## src/rtl/core/dual_button_debounce_fsm_assert.svh

```systemverilog
// Assertion macros shared by the debounce block's modules.
`ifndef DUAL_BUTTON_DEBOUNCE_FSM_ASSERT_SVH
`define DUAL_BUTTON_DEBOUNCE_FSM_ASSERT_SVH
`ifndef ASSERT_OFF
`define DBF_ASSERT_IMPLIES(label, clk, rst_n, cond, prop) \
	label: assert property (@(posedge clk) disable iff (!rst_n) (cond) |-> (prop)) \
		else $error("assertion failed: label");
`define DBF_ASSERT_NEXT(label, clk, rst_n, cond, prop) \
	label: assert property (@(posedge clk) disable iff (!rst_n) (cond) |=> (prop)) \
		else $error("assertion failed: label");
`else
`define DBF_ASSERT_IMPLIES(label, clk, rst_n, cond, prop)
`define DBF_ASSERT_NEXT(label, clk, rst_n, cond, prop)
`endif
`endif

```

## src/rtl/core/dbf_pkg.sv

```systemverilog
// Types and constants for the dual button debounce block.
package dbf_pkg;

	localparam int COUNT_WIDTH    = 16;
	localparam int DT_WIDTH       = 15;
	localparam int CMP_WIDTH      = (COUNT_WIDTH > DT_WIDTH) ? COUNT_WIDTH : DT_WIDTH;
	localparam logic [DT_WIDTH-1:0] DEBOUNCE_RESET = 15'd50;

	typedef enum logic [2:0] {
		ST_BOTH_UP   = 3'd0,
		ST_TWO_DOWN  = 3'd1,
		ST_ONE_DOWN  = 3'd2,
		ST_BOTH_DOWN = 3'd3,
		ST_BOUNCE    = 3'd4
	} dbf_state_t;

	typedef struct packed {
		logic button1_level;
		logic button2_level;
	} dbf_in_t;

	typedef struct packed {
		logic       press1_pulse;
		logic       press2_pulse;
		logic [2:0] machine_state;
	} dbf_out_t;

endpackage

```

## src/rtl/core/dbf_skid.sv

```systemverilog
// Output register with skid stage for the debounce result channel.
`include "dual_button_debounce_fsm_assert.svh"

module dbf_skid (
	input  logic              clk,
	input  logic              arst_n,
	input  logic              in_valid,
	output logic              in_ready,
	input  dbf_pkg::dbf_out_t in_data,
	output logic              out_valid,
	input  logic              out_ready,
	output dbf_pkg::dbf_out_t out_data
);

	logic              main_valid_q;
	logic              skid_valid_q;
	dbf_pkg::dbf_out_t main_q;
	dbf_pkg::dbf_out_t skid_q;
	logic              in_xfer;

	// accept while the skid stage is free
	assign in_ready  = !skid_valid_q;
	assign in_xfer   = in_valid && in_ready;
	assign out_valid = main_valid_q;
	assign out_data  = main_q;

	// control: refill the output register or park the transfer in the skid stage
	always_ff @(posedge clk or negedge arst_n) begin
		if (!arst_n) begin
			main_valid_q <= 1'b0;
			skid_valid_q <= 1'b0;
		end else if (!main_valid_q || out_ready) begin
			if (skid_valid_q) begin
				main_valid_q <= 1'b1;
				skid_valid_q <= 1'b0;
			end else begin
				main_valid_q <= in_xfer;
			end
		end else if (in_xfer) begin
			skid_valid_q <= 1'b1;
		end
	end

	// payload: no reset needed
	always_ff @(posedge clk) begin
		if (!main_valid_q || out_ready) begin
			if (skid_valid_q) begin
				main_q <= skid_q;
			end else if (in_xfer) begin
				main_q <= in_data;
			end
		end else if (in_xfer) begin
			skid_q <= in_data;
		end
	end

	`DBF_ASSERT_IMPLIES(a_skid_behind_main, clk, arst_n, skid_valid_q, main_valid_q)
	`DBF_ASSERT_NEXT(a_stall_fills_skid, clk, arst_n, in_xfer && main_valid_q && !out_ready, skid_valid_q)
	`DBF_ASSERT_NEXT(a_skid_drains, clk, arst_n, skid_valid_q && out_ready, !skid_valid_q && main_valid_q)

endmodule

```

## src/rtl/core/dual_button_debounce_fsm.sv

```systemverilog
// Top level of the dual button debounce state machine.
// Usage:
//  - in channel (in_valid/in_ready/in_data): one sample tick carrying the raw
//    active-low levels of both buttons per transfer.
//  - out channel (out_valid/out_ready/out_data): exactly one result per tick,
//    with the two press pulses and the state after that tick.
//  - cfg channel (cfg_valid/cfg_ready/cfg_data): writes debounce_time; always
//    ready, to be written only while the block is idle.
// The result is registered in the output buffer. Throughput is one tick per
// cycle while in_ready is high: the state update is a few gates and one counter compare
// in the cycle of the transfer, and the result lands in a two-entry output buffer.
// When the receiver stalls, one more tick is taken into the skid stage, after
// which in_ready drops until the output drains.
// Reset puts the machine in the both-up state with all samples released, the
// window counter cleared and debounce_time at 50; no clearing pass is needed.
`include "dual_button_debounce_fsm_assert.svh"

module dual_button_debounce_fsm (
	input  logic                            clk,
	input  logic                            arst_n,
	input  logic                            in_valid,
	output logic                            in_ready,
	input  dbf_pkg::dbf_in_t                in_data,
	output logic                            out_valid,
	input  logic                            out_ready,
	output dbf_pkg::dbf_out_t               out_data,
	input  logic                            cfg_valid,
	output logic                            cfg_ready,
	input  logic [dbf_pkg::DT_WIDTH-1:0]    cfg_data
);

	dbf_pkg::dbf_state_t                 state_q, state_d;
	logic                                exp1_q, exp1_d, exp2_q, exp2_d;
	logic                                prev1_q, prev2_q;
	logic [dbf_pkg::COUNT_WIDTH-1:0]     cnt_q, cnt_d;
	logic [dbf_pkg::DT_WIDTH-1:0]        dt_q;
	logic                                in_xfer;
	logic                                lvl1, lvl2, edge1, edge2;
	logic                                resolve;
	logic                                p1, p2;
	logic                                b1, b2;
	dbf_pkg::dbf_out_t                   res;

	assign cfg_ready = 1'b1;
	assign in_xfer   = in_valid && in_ready;
	assign b1        = in_data.button1_level;
	assign b2        = in_data.button2_level;

	// hold the debounce time
	always_ff @(posedge clk or negedge arst_n) begin
		if (!arst_n) begin
			dt_q <= dbf_pkg::DEBOUNCE_RESET;
		end else if (cfg_valid) begin
			dt_q <= cfg_data;
		end
	end

	// window expiry: exceeded time or saturated counter
	assign resolve = ((dbf_pkg::CMP_WIDTH)'(cnt_q) > (dbf_pkg::CMP_WIDTH)'(dt_q))
		|| (cnt_q == {dbf_pkg::COUNT_WIDTH{1'b1}});

	// next state, expected levels and pulses
	always_comb begin
		state_d = state_q;
		exp1_d  = exp1_q;
		exp2_d  = exp2_q;
		cnt_d   = cnt_q;
		p1      = 1'b0;
		p2      = 1'b0;
		lvl1    = !state_q[1];
		lvl2    = !state_q[0];
		edge1   = lvl1 ? (prev1_q && !b1) : (!prev1_q && b1);
		edge2   = lvl2 ? (prev2_q && !b2) : (!prev2_q && b2);
		case (state_q)
			dbf_pkg::ST_BOTH_UP, dbf_pkg::ST_TWO_DOWN,
			dbf_pkg::ST_ONE_DOWN, dbf_pkg::ST_BOTH_DOWN: begin
				if (edge1 || edge2) begin
					exp1_d  = !lvl1;
					exp2_d  = !lvl2;
					cnt_d   = '0;
					state_d = dbf_pkg::ST_BOUNCE;
				end else begin
					exp1_d = lvl1;
					exp2_d = lvl2;
				end
			end
			dbf_pkg::ST_BOUNCE: begin
				if (resolve) begin
					// a button that matches takes its expected level, else keeps the old one
					p1      = (b1 == exp1_q) && !exp1_q;
					p2      = (b2 == exp2_q) && !exp2_q;
					cnt_d   = '0;
					state_d = dbf_pkg::dbf_state_t'({1'b0, !b1, !b2});
				end else begin
					cnt_d = cnt_q + 1'b1;
				end
			end
			default: begin
				exp1_d  = 1'b1;
				exp2_d  = 1'b1;
				state_d = dbf_pkg::ST_BOTH_UP;
			end
		endcase
	end

	// advance the machine on each input transfer
	always_ff @(posedge clk or negedge arst_n) begin
		if (!arst_n) begin
			state_q <= dbf_pkg::ST_BOTH_UP;
			exp1_q  <= 1'b1;
			exp2_q  <= 1'b1;
			prev1_q <= 1'b1;
			prev2_q <= 1'b1;
			cnt_q   <= '0;
		end else if (in_xfer) begin
			state_q <= state_d;
			exp1_q  <= exp1_d;
			exp2_q  <= exp2_d;
			cnt_q   <= cnt_d;
			// sample edges only in stable states
			if (state_q inside {dbf_pkg::ST_BOTH_UP, dbf_pkg::ST_TWO_DOWN,
					dbf_pkg::ST_ONE_DOWN, dbf_pkg::ST_BOTH_DOWN}) begin
				prev1_q <= b1;
				prev2_q <= b2;
			end
		end
	end

	assign res.press1_pulse  = p1;
	assign res.press2_pulse  = p2;
	assign res.machine_state = state_d;

	dbf_skid u_skid (
		.clk       (clk),
		.arst_n    (arst_n),
		.in_valid  (in_valid),
		.in_ready  (in_ready),
		.in_data   (res),
		.out_valid (out_valid),
		.out_ready (out_ready),
		.out_data  (out_data)
	);

	`DBF_ASSERT_IMPLIES(a_cnt_only_bouncing, clk, arst_n, state_q != dbf_pkg::ST_BOUNCE, cnt_q == '0)
	`DBF_ASSERT_NEXT(a_cnt_advances, clk, arst_n, in_xfer && state_q == dbf_pkg::ST_BOUNCE && !resolve, cnt_q == $past(cnt_q) + 1'b1)
	`DBF_ASSERT_IMPLIES(a_pulse_on_resolve, clk, arst_n, p1 || p2, state_q == dbf_pkg::ST_BOUNCE && resolve)

endmodule
```

## config.mk

```make
export PLATFORM = sky130hd
export DESIGN_NAME = dual_button_debounce_fsm
export DESIGN_NICKNAME = d
export VERILOG_FILES = /design/src/rtl/core/dbf_pkg.sv /design/src/rtl/core/dbf_skid.sv /design/src/rtl/core/dual_button_debounce_fsm.sv
export VERILOG_INCLUDE_DIRS = /design/src /design/src/rtl/core
export SDC_FILE = /design/constraint.sdc
export NUM_CORES = 1
export LEC_CHECK = 0
export BUFFER_PORTS_ARGS = -buffer_cell sky130_fd_sc_hd__clkbuf_2
export CAP_MARGIN = 20
export CORE_MARGIN = 2
export CORE_UTILIZATION = 55
export CTS_BUF_LIST = sky130_fd_sc_hd__clkbuf_8
export DETAILED_ROUTE_END_ITERATION = 8
export PLACE_DENSITY = 0.81
export REMOVE_ABC_BUFFERS = 1
export SLEW_MARGIN = 20
export SYNTH_ARGS = -nofsm -noshare
export SYNTH_HDL_FRONTEND = slang
export SYNTH_SLANG_ARGS = --single-unit
```

## constraint.sdc

```tcl
create_clock -name clk -period 2.28 [get_ports clk]
set_input_delay 0.342 -clock clk [delete_from_list [all_inputs] [get_ports clk]]
set_output_delay 0.342 -clock clk [all_outputs]
set_load 0.01 [all_outputs]
```

; Word level (Yosys, flattened, before mapping)
; Cells that the tools add are included.
[totals]
reg_bits = 50
inputBits = 22
out_inout_bits = 8
[classes]
addsub = 1
magnitude_cmp = 1
n_eq_ne = 8
mux = 21
n_bitwise = 2
n_reduce_logical = 31
[op_table]
columns = op, n
row1 = 16-bit 2-to-1 mux, 2
row2 = 16-bit one-hot mux with 2 select lines, 1
row3 = "16-bit by 1-bit adder with 16-bit output, second input constant", 1
row4 = "16-bit equality test, second input constant", 1
row5 = 16-bit by 15-bit greater-than comparator with 1-bit output, 1
row6 = 1-bit 2-to-1 mux, 11
row7 = 1-bit logical NOT, 10
row8 = 5-bit 2-to-1 mux, 2
row9 = 2-bit AND reduction, 4
row10 = 1-bit logical AND, 7
row11 = "3-bit by 2-bit equality test with 1-bit output, second input constant", 2
row12 = 3-bit 2-to-1 mux, 2
row13 = 3-bit one-hot mux with 2 select lines, 1
row14 = 2-bit nonzero test, 3
row15 = 1-bit one-hot mux with 2 select lines, 2
row16 = 4-bit nonzero test, 1
row17 = 4-bit OR reduction, 1
row18 = "3-bit by 1-bit equality test with 1-bit output, second input constant", 1
row19 = "3-bit equality test, second input constant", 1
row20 = 3-bit logical NOT, 1
row21 = 1-bit logical OR, 3
row22 = 3-bit AND reduction, 1
row23 = 1-bit equality test, 2
row24 = "2-bit != test, second input constant", 1
row25 = 1-bit inverter, 2

; Depth between registers and ports, before layout
[logic_depth]
word_depth = 8
depth_mapped = 10
mapped_depth_nobuf = 8

; By module
; From an unflattened synthesis, not the netlist that was laid out.
[hier_totals]
cells_unflattened = 277
area_unflattened_um2 = 2745.1
[modules_own_cells]
columns = module, n_inst, cells_per_inst, area_per_inst_um2, seq_area_each_um2
row1 = dual_button_debounce_fsm, 1, 252, 2265.9, 959.7
row2 = dbf_skid, 1, 25, 479.2, 350.3

; Worst setup path before layout
; No wires, ideal clock.
[synth_path]
path_kind = reg2reg
startpoint = register dt_q[1] (netlist bit)
endpoint = register u_skid.main_q, in the netlist u_skid.out_data[1], data pin
setup_time_ps = 260
t_arrival_ps = 2079
path_slack_ps = -59
stages_incl_launch_ff = 10
n_path_buf = 1
synth_period_minus_slack_ps = 2339
path_cell_list = dfstp_2 -> inv_1 -> ha_1 -> nor2b_1 -> o211ai_1 -> a2111oi_4 -> nor3_2 -> buf_4 -> o41ai_4 -> mux2_2
[synth_via]
elab_chain_len = 6
[synth_lines]
columns = element, line
row1 = "start, declared", dual_button_debounce_fsm.sv:36  ; logic [dbf_pkg::DT_WIDTH-1:0] dt_q;
row2 = "start signal, assigned", dual_button_debounce_fsm.sv:52  ; dt_q <= dbf_pkg::DEBOUNCE_RESET;
row3 = "start signal, assigned", dual_button_debounce_fsm.sv:54  ; dt_q <= cfg_data;
row4 = 16-bit by 15-bit greater-than comparator with 1-bit output, dual_button_debounce_fsm.sv:59  ; assign resolve = ((dbf_pkg::CMP_WIDTH)'(cnt_q) > (dbf_pkg::CMP_WIDTH)'(dt_q))
row5 = 1-bit logical OR, dual_button_debounce_fsm.sv:60  ; || (cnt_q == {dbf_pkg::COUNT_WIDTH{1'b1}});
row6 = 3-bit 2-to-1 mux, dual_button_debounce_fsm.sv:88  ; if (resolve) begin
row7 = 3-bit one-hot mux with 2 select lines, dual_button_debounce_fsm.sv:74  ; case (state_q)
row8 = named net state_d[1], dual_button_debounce_fsm.sv:32  ; dbf_pkg::dbf_state_t state_q, state_d;
row9 = 5-bit 2-to-1 mux, dbf_skid.sv:49  ; end else if (in_xfer) begin
row10 = 5-bit 2-to-1 mux, dbf_skid.sv:47  ; if (skid_valid_q) begin
row11 = "end signal, assigned", dbf_skid.sv:48  ; main_q <= skid_q;
row12 = "end signal, assigned", dbf_skid.sv:50  ; main_q <= in_data;
row13 = "end, declared", dbf_skid.sv:17  ; dbf_pkg::dbf_out_t main_q;
; The timed path passes the listed nets, and every way through them passes these cells. The select of a mux whose other input is x is not followed.
; A chain may end at the register's enable or synchronous reset.

; Final worst setup path
[layout_path]
startpoint = register cnt_q[11] (netlist bit)
endpoint = register u_skid.main_q, in the netlist u_skid.out_data[1], data pin
[layout_via]
elab_chain_len = 6
elab_cells_between_ends = 7
cone_classes = order compare (1) / eq/ne (1) / mux (4) / reduce/logical (1)
[layout_lines]
columns = element, line
row1 = "start, declared", dual_button_debounce_fsm.sv:35  ; logic [dbf_pkg::COUNT_WIDTH-1:0] cnt_q, cnt_d;
row2 = "start signal, assigned", dual_button_debounce_fsm.sv:119  ; cnt_q <= cnt_d;
row3 = 16-bit by 15-bit greater-than comparator with 1-bit output / 16-bit equality test (equally long branches), "dual_button_debounce_fsm.sv:59, dual_button_debounce_fsm.sv:60"
row4 = 1-bit logical OR (*), dual_button_debounce_fsm.sv:60
row5 = 3-bit 2-to-1 mux (*), dual_button_debounce_fsm.sv:88
row6 = 3-bit one-hot mux with 2 select lines (*), dual_button_debounce_fsm.sv:74
row7 = named net state_d[1], dual_button_debounce_fsm.sv:32
row8 = 5-bit 2-to-1 mux (*), dbf_skid.sv:49
row9 = 5-bit 2-to-1 mux (*), dbf_skid.sv:47
; Mark *: on every way through the listed nets, which the timed path passes. The rest lies on a longest branch. The select of a mux whose other input is x is not followed.

==> run metrics <==
PwrDens=816.3 mW/mm²; antenna cells=0; CTS tree=built; Reg clk slew, reported paths=0.09 ns; Data required, critical path=2.36 ns; Chip Width=76.57 µm; Initial Utilization=56.71%; vias per cell=5.998; Setup-failing EPs final=23; Slowest-stage cell, CP=dfrtp_1; Tot GR Track Use=23.27%; max cap viols=0; Post-Syn Area per Cell=9.786 µm²; met1 Use GR=28.38%; ys async rst share=80.00%; I/O pin total=30; Final Max Slew Viols=0; VDD IR-drop max=332.7 µV; die span in y=76.57 µm; Max Freq=406.0 MHz; register area share after synthesis=45.23%; area delta synth->final=28.60%; vias in the first global route=2455; Synth cell types=50; Reg2Reg Setup Slack=-0.18 ns; Core Region=0.005107 mm²; Primary FF master, synth=dfrtp_1; met3 Use GR=5.450%; critical path arrival=2.54 ns; Via Count=2627; slew margin rel.=55.12%; Seq cells post-synth=50; CP max stage delay=0.40 ns; skew final=0.008857 ns; CP Launch Type=flip-flop; largest net degree at the start of global routing=30; DRC Markers=0; port bufs=28; status=complete, but fails checks; Finished Layout Cells=438; gr ovfl total=0; WL/cell=16.09 µm; 1st-pass router iterations=9; Hold Path Origin=cfg_data[4]; CTS H-tree depth=2; die area=0.005863 mm²; worst-margin pin slew=0.6733 ns; setup ws final=-0.1828 ns; area post-placement=0.003314 mm²; fin area=0.003725 mm²; Post-Place Cells=412; Ys Warns=0; Rows=26; Synth Cell Area=0.002897 mm²; RSZ-0062 raised after global routing=true; r2r endpoint=u_skid.out_data[1]$_DFFE_PP_; Iter 0 DRT Violations=285; R2R cell count=8; Post-DP HPWL=4.478 mm; Worst R2R Start=cnt_q[11]$_DFFE_PN0P_; Total Wirelength=7.049 mm; initial antenna violation count=0; CTS Sinks=50; clock buffer depth=2; Setup CP Type=flip-flop to flip-flop; cts bufs inserted=5; Critical Path Fanout Max=6; M2 GR Usage=40.00%; worst hold path type=primary input to flip-flop; CP endpoint kind=flip-flop; Clock Latency Late Sink=0.31 ns; CP cell instances=ha_1, a21o_1, a211oi_2, o221ai_2, nor3_4, buf_4, o41ai_4, mux2_4; Post-synth EDFFs=10; Root Buffer=clkbuf_8; GPL Wtd Cong=0.8518; first-pass GRT wire length=10.90 mm; GRT Max-Usage Layer=met2; Nets=407; violated checks=negative setup slack; post-route ant nets=0; period utilization=108.0%; Lkg Pwr=0.001692 µW; cell count after synthesis=296; final number of hold-violating endpoints=0; hold depth=3; Final min period=2.463 ns; share of layout cells above drive strength 1=35.60%; Hold Path End=dt_q[4]$_DFFE_PN1P_
-- per-stage QoR --
step | hold slack, ns | util [%] | power, µW | setup TNS, ns | setup slack (ns)
2_1_floorplan | 0.04641 | - | 1851 | -10.77 | -0.6546
3_3_place_gp | 0.2155 | 64.89 | 2248 | -0.9055 | -0.1445
3_5_place_dp | 0.2165 | 64.89 | 2298 | -2.219 | -0.2391
4_1_cts | 0.2339 | 69.28 | 2895 | -0.6192 | -0.1265
5_1_grt | 0.2461 | 72.93 | 3221 | -4.025 | -0.2575
6_report | 0.2267 | 72.93 | 3041 | -1.673 | -0.1828
-- power breakdown --
group | switching, µW | internal, µW | leakage, µW
sequential | 120 | 1110 | 0.000593
combinational | 711 | 581 | 0.00106
clock | 302 | 212 | 0.0000416
total | 1130 | 1910 | 0.00169
-- cell usage after synthesis (3+ instances only) --
library cell | instances | share of area (%)
buf_4 | 4 | 1.0
dfrtp_1 | 33 | 29
nand3_1 | 14 | 2.4
edfxtp_1 | 10 | 10
nand2_1 | 43 | 5.6
buf_2 | 3 | 0.52
inv_1 | 18 | 2.3
nor2_1 | 22 | 2.9
a21oi_1 | 7 | 1.2
a31oi_1 | 4 | 0.86
and2_1 | 4 | 0.86
o221ai_1 | 5 | 1.5
clkbuf_1 | 10 | 1.3
nand4_1 | 6 | 1.3
dfstp_2 | 7 | 6.4
nand2b_1 | 4 | 0.86
mux2_2 | 5 | 1.9
o2111ai_1 | 14 | 4.2
nor3_1 | 6 | 1.0
nor2b_1 | 3 | 0.65
o21ai_0 | 17 | 2.9
ha_1 | 18 | 7.8
-- how the worst max path moves through the flow --
stage                     startpoint                            to  slack (ns)  depth (start not counted)
2_1_floorplan  cnt_q[13]$_DFFE_PN0P_         cnt_q[14]$_DFFE_PN0P_       -0.65                          7
3_3_place_gp     dt_q[1]$_DFFE_PN1P_  u_skid.out_data[1]$_DFFE_PP_       -0.14                          9
3_5_place_dp   cnt_q[13]$_DFFE_PN0P_  u_skid.out_data[1]$_DFFE_PP_       -0.24                          8
4_1_cts        cnt_q[14]$_DFFE_PN0P_  u_skid.out_data[1]$_DFFE_PP_       -0.13                          8
5_1_grt        cnt_q[14]$_DFFE_PN0P_  u_skid.out_data[1]$_DFFE_PP_       -0.26                          8
6_report       cnt_q[11]$_DFFE_PN0P_  u_skid.out_data[1]$_DFFE_PP_       -0.18                          8
-- cell usage in the layout, fill, tap and decap left out, drive strengths merged, types with 3 or more instances in the layout --
cell	synthesis	layout
a21oi	7	7
a31oi	4	4
and2	4	4
buf	7	50
clkbuf	10	35
dfrtp	33	33
dfstp	7	7
edfxtp	10	10
ha	18	18
inv	18	19
mux2	5	5
nand2	43	43
nand2b	4	4
nand3	15	15
nand4	6	6
nor2	22	22
nor2b	3	3
nor3	7	7
o2111ai	14	14
o21ai	18	18
o221ai	5	5
o31ai	4	4
o41ai	3	3
-- routing by layer --
layer	share of wire (%)	wire length, µm
met5	0	0
met4	4.2	298
met3	7.0	493
met2	49	3420
met1	40	2837
-- critical path, delay by kind of cell, from the launching register on --
kind	cells	cell delay [ns]
AOI/OAI and AO/OA	4	0.69
adders and majority gates	1	0.34
and+or+nand+nor	1	0.35
DFF	1	0.40
buffers and inverters	1	0.19
muxes	1	0.27
-- area by class of cell --
cell class / instances / area [µm²]
clock buffers: 5 / 68.82
clock inverters: 3 / 18.77
fillers: 339 / 1383
inverters: 18 / 67.56
multi-input cells: 211 / 1577
flip-flops and latches: 50 / 1310
well taps: 70 / 87.58
repair buffers: 81 / 595.6
-- kinds of logic after synthesis --
family          share of synthesized area (%)
simple gates                            21.51
compound gates                          18.23
flops                                   45.23
fa+ha+maj                               7.776
mux                                     1.944
other cells                            0.1295
buf+inv                                 5.183
-- sequential cells by signal, summed over array words and instances, names as in the netlist --
| name | flops |
|---|---|
| state_q | 3 |
| exp1_q | 1 |
| dt_q | 15 |
| exp2_q | 1 |
| cnt_q | 16 |
| u_skid.skid_valid_q | 1 |
| prev1_q | 1 |
| u_skid.out_valid | 1 |
| u_skid.skid_q | 5 |
| u_skid.out_data | 5 |
| prev2_q | 1 |
-- timing repair --
action / 4_1_cts / 5_1_grt
endpoints found under the hold margin: 5 / 0
endpoints found under the setup margin: 27 / 29
gates cloned: 0 / 2
gates resized for setup: 12 / 17
hold buffers: 1 / 0
pin swaps: 5 / 9
setup buffers: 9 / 6
No activity file was read; power rests on OpenSTA's default activity.
